--- src/rtl/huffman_build_encode_decode_core_assert.svh ---
// Assertion macros used by the codec datapath RTL.
`ifndef HUFFMAN_BUILD_ENCODE_DECODE_CORE_ASSERT_SVH
`define HUFFMAN_BUILD_ENCODE_DECODE_CORE_ASSERT_SVH

// Same-cycle implication.
`define HBED_ASSERT_IMP(lbl, clk, rst_n, ante, cons) \
  lbl: assert property (@(posedge clk) disable iff (!rst_n) (ante) |-> (cons)) \
    else $error("hbed assertion failed");

// Next-cycle implication.
`define HBED_ASSERT_NXT(lbl, clk, rst_n, ante, cons) \
  lbl: assert property (@(posedge clk) disable iff (!rst_n) (ante) |=> (cons)) \
    else $error("hbed assertion failed");

`endif

--- src/rtl/hbed_pkg.sv ---
// ----------------------------------------------------------------------------
// hbed_pkg
// Types, codes and constants of the byte Huffman codec.
// ----------------------------------------------------------------------------
package hbed_pkg;

  localparam int LEAF_SLOTS  = 256;
  localparam int NODE_SLOTS  = 511;
  localparam int NODE_W      = 9;
  localparam int SYM_W       = 8;
  localparam int WORD_W      = 32;
  localparam int LEN_W       = 6;
  localparam int CODE_ENT_W  = WORD_W + LEN_W;
  localparam int CHILD_W     = 2 * NODE_W;

  localparam int ALPHABET_SIZE_DEF = 256;
  localparam int COUNT_BITS_DEF    = 16;
  localparam int MAX_CODE_BITS_DEF = 32;

  localparam logic [NODE_W-1:0] LEAF_NODE  = NODE_W'(LEAF_SLOTS);
  localparam logic [NODE_W-1:0] NODE_LIMIT = NODE_W'(NODE_SLOTS);

  typedef enum logic [1:0] {
    ACT_COUNT  = 2'd0,
    ACT_ENCODE = 2'd1,
    ACT_DECODE = 2'd2,
    ACT_NONE   = 2'd3
  } action_e;

  typedef enum logic [1:0] {
    ST_CODE   = 2'd0,
    ST_SYMBOL = 2'd1,
    ST_ABSENT = 2'd2,
    ST_NOTREE = 2'd3
  } status_e;

  typedef enum logic [4:0] {
    OP_NONE,
    OP_CAPTURE,
    OP_CNT_RD,
    OP_CNT_WR,
    OP_SW_INIT,
    OP_SW_RD,
    OP_SW_WR,
    OP_SC_INIT,
    OP_SC_RD,
    OP_SC_CMP,
    OP_MERGE,
    OP_ROOT,
    OP_CG_RD,
    OP_CG_WA,
    OP_CG_WB,
    OP_FINISH,
    OP_ENC_RD,
    OP_ENC_OUT,
    OP_DEC_RD,
    OP_DEC_OUT
  } op_e;

  typedef struct packed {
    op_e op;
  } cmd_t;

  typedef struct packed {
    action_e act;
    logic    last;
    logic    sw_last;
    logic    more_merge;
    logic    scan_last;
    logic    tree_end;
    logic    cg_last;
    logic    out_busy;
  } stat_t;

endpackage

--- src/rtl/hbed_ctrl.sv ---
// ----------------------------------------------------------------------------
// hbed_ctrl
// Sequencer: dispatches items and steps the tree build.
// ----------------------------------------------------------------------------
module hbed_ctrl (
  input  logic          clk_i,
  input  logic          rst_ni,
  input  logic          in_valid_i,
  output logic          in_ready_o,
  input  hbed_pkg::stat_t stat_i,
  output hbed_pkg::cmd_t  cmd_o
);
  import hbed_pkg::*;

  typedef enum logic [4:0] {
    S_IDLE, S_DISPATCH, S_CNT_RD, S_CNT_WR, S_SW_INIT, S_SW_RD, S_SW_WR,
    S_DECIDE, S_SC_INIT, S_SC_RD, S_SC_CMP, S_MERGE, S_ROOT, S_CG_RD,
    S_CG_WA, S_CG_WB, S_FINISH, S_ENC_RD, S_ENC_OUT, S_DEC_RD, S_DEC_OUT
  } state_e;

  state_e state_q, state_d;

  assign in_ready_o = (state_q == S_IDLE);

  always_comb begin
    state_d   = state_q;
    cmd_o.op  = OP_NONE;
    case (state_q)
      S_IDLE: begin
        if (in_valid_i) begin
          cmd_o.op = OP_CAPTURE;
          state_d  = S_DISPATCH;
        end
      end
      S_DISPATCH: begin
        case (stat_i.act)
          ACT_COUNT:  state_d = S_CNT_RD;
          ACT_ENCODE: state_d = S_ENC_RD;
          ACT_DECODE: state_d = S_DEC_RD;
          default:    state_d = S_IDLE;
        endcase
      end
      S_CNT_RD: begin
        cmd_o.op = OP_CNT_RD;
        state_d  = S_CNT_WR;
      end
      S_CNT_WR: begin
        cmd_o.op = OP_CNT_WR;
        state_d  = stat_i.last ? S_SW_INIT : S_IDLE;
      end
      S_SW_INIT: begin
        cmd_o.op = OP_SW_INIT;
        state_d  = S_SW_RD;
      end
      S_SW_RD: begin
        cmd_o.op = OP_SW_RD;
        state_d  = S_SW_WR;
      end
      S_SW_WR: begin
        cmd_o.op = OP_SW_WR;
        state_d  = stat_i.sw_last ? S_DECIDE : S_SW_RD;
      end
      S_DECIDE: begin
        state_d = stat_i.more_merge ? S_SC_INIT : S_ROOT;
      end
      S_SC_INIT: begin
        cmd_o.op = OP_SC_INIT;
        state_d  = S_SC_RD;
      end
      S_SC_RD: begin
        cmd_o.op = OP_SC_RD;
        state_d  = S_SC_CMP;
      end
      S_SC_CMP: begin
        cmd_o.op = OP_SC_CMP;
        state_d  = stat_i.scan_last ? S_MERGE : S_SC_RD;
      end
      S_MERGE: begin
        cmd_o.op = OP_MERGE;
        state_d  = S_DECIDE;
      end
      S_ROOT: begin
        cmd_o.op = OP_ROOT;
        state_d  = stat_i.tree_end ? S_IDLE : S_CG_RD;
      end
      S_CG_RD: begin
        cmd_o.op = OP_CG_RD;
        state_d  = S_CG_WA;
      end
      S_CG_WA: begin
        cmd_o.op = OP_CG_WA;
        state_d  = S_CG_WB;
      end
      S_CG_WB: begin
        cmd_o.op = OP_CG_WB;
        state_d  = stat_i.cg_last ? S_FINISH : S_CG_RD;
      end
      S_FINISH: begin
        cmd_o.op = OP_FINISH;
        state_d  = S_IDLE;
      end
      S_ENC_RD: begin
        cmd_o.op = OP_ENC_RD;
        state_d  = S_ENC_OUT;
      end
      S_ENC_OUT: begin
        if (!stat_i.out_busy) begin
          cmd_o.op = OP_ENC_OUT;
          state_d  = S_IDLE;
        end
      end
      S_DEC_RD: begin
        cmd_o.op = OP_DEC_RD;
        state_d  = S_DEC_OUT;
      end
      S_DEC_OUT: begin
        if (!stat_i.out_busy) begin
          cmd_o.op = OP_DEC_OUT;
          state_d  = S_IDLE;
        end
      end
      default: state_d = S_IDLE;
    endcase
  end

  always_ff @(posedge clk_i or negedge rst_ni) begin
    if (!rst_ni) begin
      state_q <= S_IDLE;
    end else begin
      state_q <= state_d;
    end
  end

endmodule

--- config.mk ---
export PLATFORM = sky130hd
export DESIGN_NAME = hbed_ctrl
export DESIGN_NICKNAME = d
export VERILOG_FILES = /design/src/rtl/huffman_build_encode_decode_core_assert.svh /design/src/rtl/hbed_pkg.sv /design/src/rtl/hbed_ctrl.sv
export SDC_FILE = /design/constraint.sdc
export NUM_CORES = 1
export LEC_CHECK = 0
export ABC_AREA = 1
export BUFFER_PORTS_ARGS = -buffer_cell sky130_fd_sc_hd__buf_2
export CORE_MARGIN = 8
export CORE_UTILIZATION = 40
export DETAILED_ROUTE_END_ITERATION = 8
export HOLD_SLACK_MARGIN = 0.08
export PLACE_DENSITY = 0.65
export SKIP_CTS_REPAIR_TIMING = 1
export SYNTH_ARGS = -nofsm -noshare
export SYNTH_HDL_FRONTEND = slang
export SYNTH_SLANG_ARGS = --single-unit
export TNS_END_PERCENT = 100
--- constraint.sdc ---
create_clock -name clk_i -period 1.35 [get_ports clk_i]
set_input_delay 0.2025 -clock clk_i [delete_from_list [all_inputs] [get_ports clk_i]]
set_output_delay 0.2025 -clock clk_i [all_outputs]
set_load 0.01 [all_outputs]
==> out/summary.txt, run 1 <==
H-tree levels = 1
Yosys Warn Count = 0
Rel. slew slack = 0.8496
1st-iter DRT viols = 50
Share of layout cells above drive strength 1 = 0.6158
Die X-Extent = 58.74 um
Std-Cell Rows = 15
Finished Layout Cells = 215
Biggest register = state_q
Synth unique cells = 20
CP arrival = 1570 ps
Nets = 205
Placed insts = 200
Startpoint types = register
CTS clk-pin slew, worst paths = 50 ps
Fraction of registers with async set/reset = 1.000
CTS Buffer Depth = 2
Min Tclk post-route = 1774 ps
Max-slew violations = 0
Fraction of the cycle the final worst path needs = 1.314
Final WS setup = -423.9 ps
Hold WS = 276.8 ps
Dominant synthesized flop cell = dfrtp_1
Setup CP Type = register to primary output
EDFF count, synth = 0
Initial antenna violation count = 0
Final setup fails = 11
Worst-skew pair later-pin latency = 250 ps
Crit end category = primary output
Fin. Hold Viols = 0
Total clock buffers created by CTS = 3
N_diodes = 0
Design Area, Final = 1401 sq um
Largest net degree at the start of global routing = 8
Max_cap viols = 0
Synth Register Bits = 5
Routability congestion estimate = 0.9953
IO Count = 18
Initial Util = 0.4232
Register area share after synthesis = 0.1712
Core Footprint = 1727 sq um
Status = finished with violations
Port Buffers = 17
Overall Global Routing Usage = 0.1631
Placed cell area = 1081 sq um
Die ar. = 3450 sq um
Fmax achieved = 563.7 MHz
Sink Count = 5
Max reg flops = 5
First-pass GRT wire length = 4436 um
Gate count after technology mapping = 127
Clock Skews = 2.545 ps
Total Wirelength = 3354 um
Routed wire per std cell = 15.60 um
Avg Inst Size Synth = 5.754 sq um
# DRC = 0
TNS Setup = -2777 ps
Failing checks = negative setup slack
Slew @ Worst Pin = 225.0 ps
Synthesized cell area = 730.7 sq um
Die Ht = 58.74 um
Post-Route Utilization = 0.8116
Antenna-violating nets left = 0
Top flop regs = state_q: 5 flops
Filler Cell Count = 118
Number of global-route vias before repair = 1018
Syn_nets = 141
Post-DP HPWL = 2133 um
RSZ-0062 raised after global routing = yes
Worst vdd ir = 1.702 mV
CTS tree = yes
Worst-path fanout max = 6
Clock root buffer = clkbuf_4
Via count = 1142
First-pass DRT Iterations = 4
Via/cell ratio = 5.312
Leak = 0.8022 nW
Pwr/cell area = 2147 nW/um^2
CP Data Required Time = 1150 ps
HP Class = input pin to register
Syn-to-layout area delta = 91.78%
Remaining Overflow, GRT = 0
cells in the mapped netlist, types with 2 or more instances:
library cell | instances | area share
nand3_1 | 25 | 0.17
inv_2 | 2 | 0.010
nand2_2 | 3 | 0.026
a21oi_1 | 3 | 0.021
nand4_1 | 6 | 0.051
dfrtp_1 | 5 | 0.17
buf_2 | 2 | 0.014
nor2_4 | 4 | 0.062
o21ai_0 | 4 | 0.027
nand3_2 | 2 | 0.027
nor2_1 | 18 | 0.092
inv_1 | 17 | 0.087
ha_1 | 2 | 0.034
nand2_1 | 27 | 0.14
nor2_2 | 2 | 0.017
cells in the final DEF (no fill, tap or decap), drive strengths merged:
master       instances
buf                 61
nand2               30
nand3               27
nor2                24
inv                 19
nand4                6
dfrtp                5
o21ai                5
clkbuf               4
a21oi                3
ha                   2
and2                 1
nand3b               1
or2                  1
dlygate4sd3          1
critical path, cell delays in order (launching register included):
cell	delay (ps)
dfrtp_2	440
buf_6	120
inv_4	30
nor2_4	210
nand4_1	140
nand2_1	110
nor2_1	70
nand4_1	70
buf_2	130
stage by stage:
step / setup slack, ps / total power [mW]
after floorplan: 17.81 / 1.249
after global placement: -145.1 / 1.999
after detailed placement: -171.9 / 2.021
after CTS: -458.3 / 2.221
after global routing: -439.2 / 3.178
final: -423.9 / 3.009
power breakdown:
part / internal, mW / switching, mW / total [mW]
logic: 1.18 / 1.30 / 2.48
registers: 0.229 / 0.119 / 0.348
clock network: 0.112 / 0.0680 / 0.180
worst paths after layout:
path,end,start,slack (ps),cells after the start
worst max-delay path,cmd_o[1],state_q[2],-420,8
worst min-delay path,state_q[1],stat_i[5],280,5
worst max register to register,state_q[0],state_q[2],-300,9
max in group asynchronous,state_q[4],rst_ni,910,2
worst min register to register,state_q[2],state_q[2],600,2
min in group asynchronous,state_q[1],rst_ni,290,2
layout make-up:
| cell class | instances | area [sq um] | area share |
|---|---|---|---|
| inverter | 19 | 81.33 | 0.05804 |
| multi-input combinational | 100 | 646.9 | 0.4616 |
| sequential | 5 | 130.1 | 0.09286 |
| clock buffer | 4 | 26.28 | 0.01875 |
| timing repair buffer | 62 | 485.5 | 0.3464 |
| tap | 25 | 31.28 | 0.02232 |
per-layer routing:
layer  vias up  wire, um  track usage
met5         -         0            0
met4         0        34      0.08191
met3         6       257      0.03913
met2        55      1763       0.2819
met1       535      1299       0.1802
li1        546         -            -
kinds of logic (layout without fill, tap and decap cells):
| logic type | count (synthesis) | in the layout | share of synthesized area |
|---|---|---|---|
| adders and majority gates | 2 | 2 | 0.03424 |
| DFF | 5 | 5 | 0.1712 |
| AOI/OAI and AO/OA | 8 | 8 | 0.05478 |
| and+or+nand+nor | 90 | 90 | 0.6130 |
| buffers and inverters | 22 | 85 | 0.1267 |
Power figures use the tool's default switching activity.
==> run 2: changes to the inputs <==
Settings changed: SKIP_LAST_GASP set to 1.
==> out/summary.txt, run 2 (synthesized netlist as in run 1, its figures left out) <==
Syn-to-layout area delta = 90.58%
Switch share = 0.4933
Routed wire per std cell = 15.29 um
Fraction of the cycle the final worst path needs = 1.303
Die Ht = 58.74 um
Hold WS = 262.9 ps
Rel. slew slack = 0.8511
Commonest cells after routing, fill and taps aside = buf_4, nand3_1, nand2_1
Combinational power share = 0.821
# DRC = 0
Total clock buffers created by CTS = 3
CTS clk-pin slew, worst paths = 50 ps
Routability congestion estimate = 0.9953
Commonest non-fill, non-tap cell in the layout = buf_4
Hold_sp = stat_i[5]
Startpoint types = register
Hold EP = state_q[1]
Met3 Usage GRT = 0.03913
Sequential Power Share = 0.116
CTS tree = yes
Placed cell area = 1081 sq um
Worst vdd ir = 1.689 mV
Global-route met1 utilization = 0.1802
Fin. Hold Viols = 0
Number of global-route vias before repair = 1018
Pint = 1.498 mW
Worst reg-to-reg path cell count = 9
Internal reg-to-reg setup slack = -300 ps
N_diodes = 0
Max reg flops = 5
Min Tclk post-route = 1759 ps
Top flop regs = state_q: 5 flops
CTS Buffer Depth = 2
Setup CP Type = register to primary output
Filler Cell Count = 126
Nets = 205
Fmax achieved = 568.4 MHz
Largest net degree at the start of global routing = 8
First-pass DRT Iterations = 4
Busiest grt layer = met2
Worst r2r dst = state_q[0]
Crit Reg-Reg Startpoint = state_q[2]
Share of layout cells above drive strength 1 = 0.6105
Total Wirelength = 3288 um
Core Footprint = 1727 sq um
Pwr/cell area = 2123 nW/um^2
Slew @ Worst Pin = 222.9 ps
Biggest register = state_q
Worst-path fanout max = 4
Worst-skew pair later-pin latency = 250 ps
1st-iter DRT viols = 57
Post-DP HPWL = 2133 um
Port Buffers = 17
Max_cap viols = 0
Die X-Extent = 58.74 um
Setup slack at placement = -171.9 ps
Hold-critical path depth = 5
Design Area, Final = 1393 sq um
RSZ-0062 raised after global routing = yes
P_sw = 1.458 mW
HP Class = input pin to register
H-tree levels = 1
Status = finished with violations
Initial Util = 0.4232
Final setup fails = 11
Via/cell ratio = 5.316
Final WS setup = -409.4 ps
Overall Global Routing Usage = 0.1631
CP arrival = 1560 ps
CP Data Required Time = 1150 ps
Max-slew violations = 0
Clock Skews = 2.271 ps
Antenna-violating nets left = 0
Clock root buffer = clkbuf_4
Remaining Overflow, GRT = 0
Via count = 1143
Crit end category = primary output
Die ar. = 3450 sq um
First-pass GRT wire length = 4436 um
IO Count = 18
Leak = 0.8002 nW
Initial antenna violation count = 0
Met2 Usage GRT = 0.2819
Failing checks = negative setup slack
Std-Cell Rows = 15
Sink Count = 5
Clock power share = 0.062
==> run 2: cell types whose count changed in the layout (fill, tap and decap cells not counted) <==
cell and change:
buf_4 +1, buf_6 -1, inv_1 +1, inv_2 -1, nand2_2 +1, nand2_4 -1
==> run 2: routing by layer <==
layer,vias up,wire length [um]
met5,-,0
met1,533,1302
met3,15,229
li1,541,-
met4,0,119
met2,54,1637
==> run 2: through the flow <==
| step | std cells | util | setup TNS (ps) | power (mW) |
|---|---|---|---|---|
| CTS | 204 | 0.6413 | -2814 | 2.221 |
| global placement | 200 | 0.6261 | -951.4 | 1.999 |
| global route | 215 | 0.8065 | -3545 | 3.136 |
| detailed placement | 200 | 0.6261 | -1004 | 2.021 |
| finish | 215 | 0.8065 | -2849 | 2.957 |
| floorplan | 127 | - | 0 | 1.249 |
==> run 2: final cells by class <==
| type | instances | area, sq um | share of cell area |
|---|---|---|---|
| Multi-Input combinational cell | 100 | 641.9 | 0.4609 |
| Timing Repair Buffer | 62 | 481.7 | 0.3459 |
| Sequential cell | 5 | 130.1 | 0.09344 |
| Clock buffer | 4 | 26.28 | 0.01887 |
| Inverter | 19 | 81.33 | 0.05840 |
| Tap cell | 25 | 31.28 | 0.02246 |
==> run 2: worst max path at each step <==
stage / slack, ps / cells past startpoint / from / end
after floorplan: 20 / 5 / state_q[1] / cmd_o[0]
after global placement: -150 / 6 / state_q[4] / cmd_o[1]
after detailed placement: -170 / 6 / state_q[4] / cmd_o[1]
after CTS: -460 / 6 / state_q[4] / cmd_o[1]
after global routing: -460 / 8 / state_q[2] / cmd_o[1]
final: -410 / 8 / state_q[3] / cmd_o[0]
==> run 2: power groups by stage <==
| stage | Clock (mW) | Sequential [mW] | Combinational (mW) |
|---|---|---|---|
| 6_report | 0.184 | 0.344 | 2.43 |
| 3_3_place_gp | 0 | 0.300 | 1.70 |
| 5_1_grt | 0.196 | 0.354 | 2.59 |
| 2_1_floorplan | 0 | 0.305 | 0.944 |
| 4_1_cts | 0.193 | 0.302 | 1.73 |
| 3_5_place_dp | 0 | 0.303 | 1.72 |
==> run 2: critical path, cell delays in order (launching register included) <==
cell     delay (ps)
dfrtp_1         380
buf_4           150
nor2_4          110
buf_4           140
inv_1            70
o21ai_1         220
nor2_2           60
nand3_2          70
buf_6           100
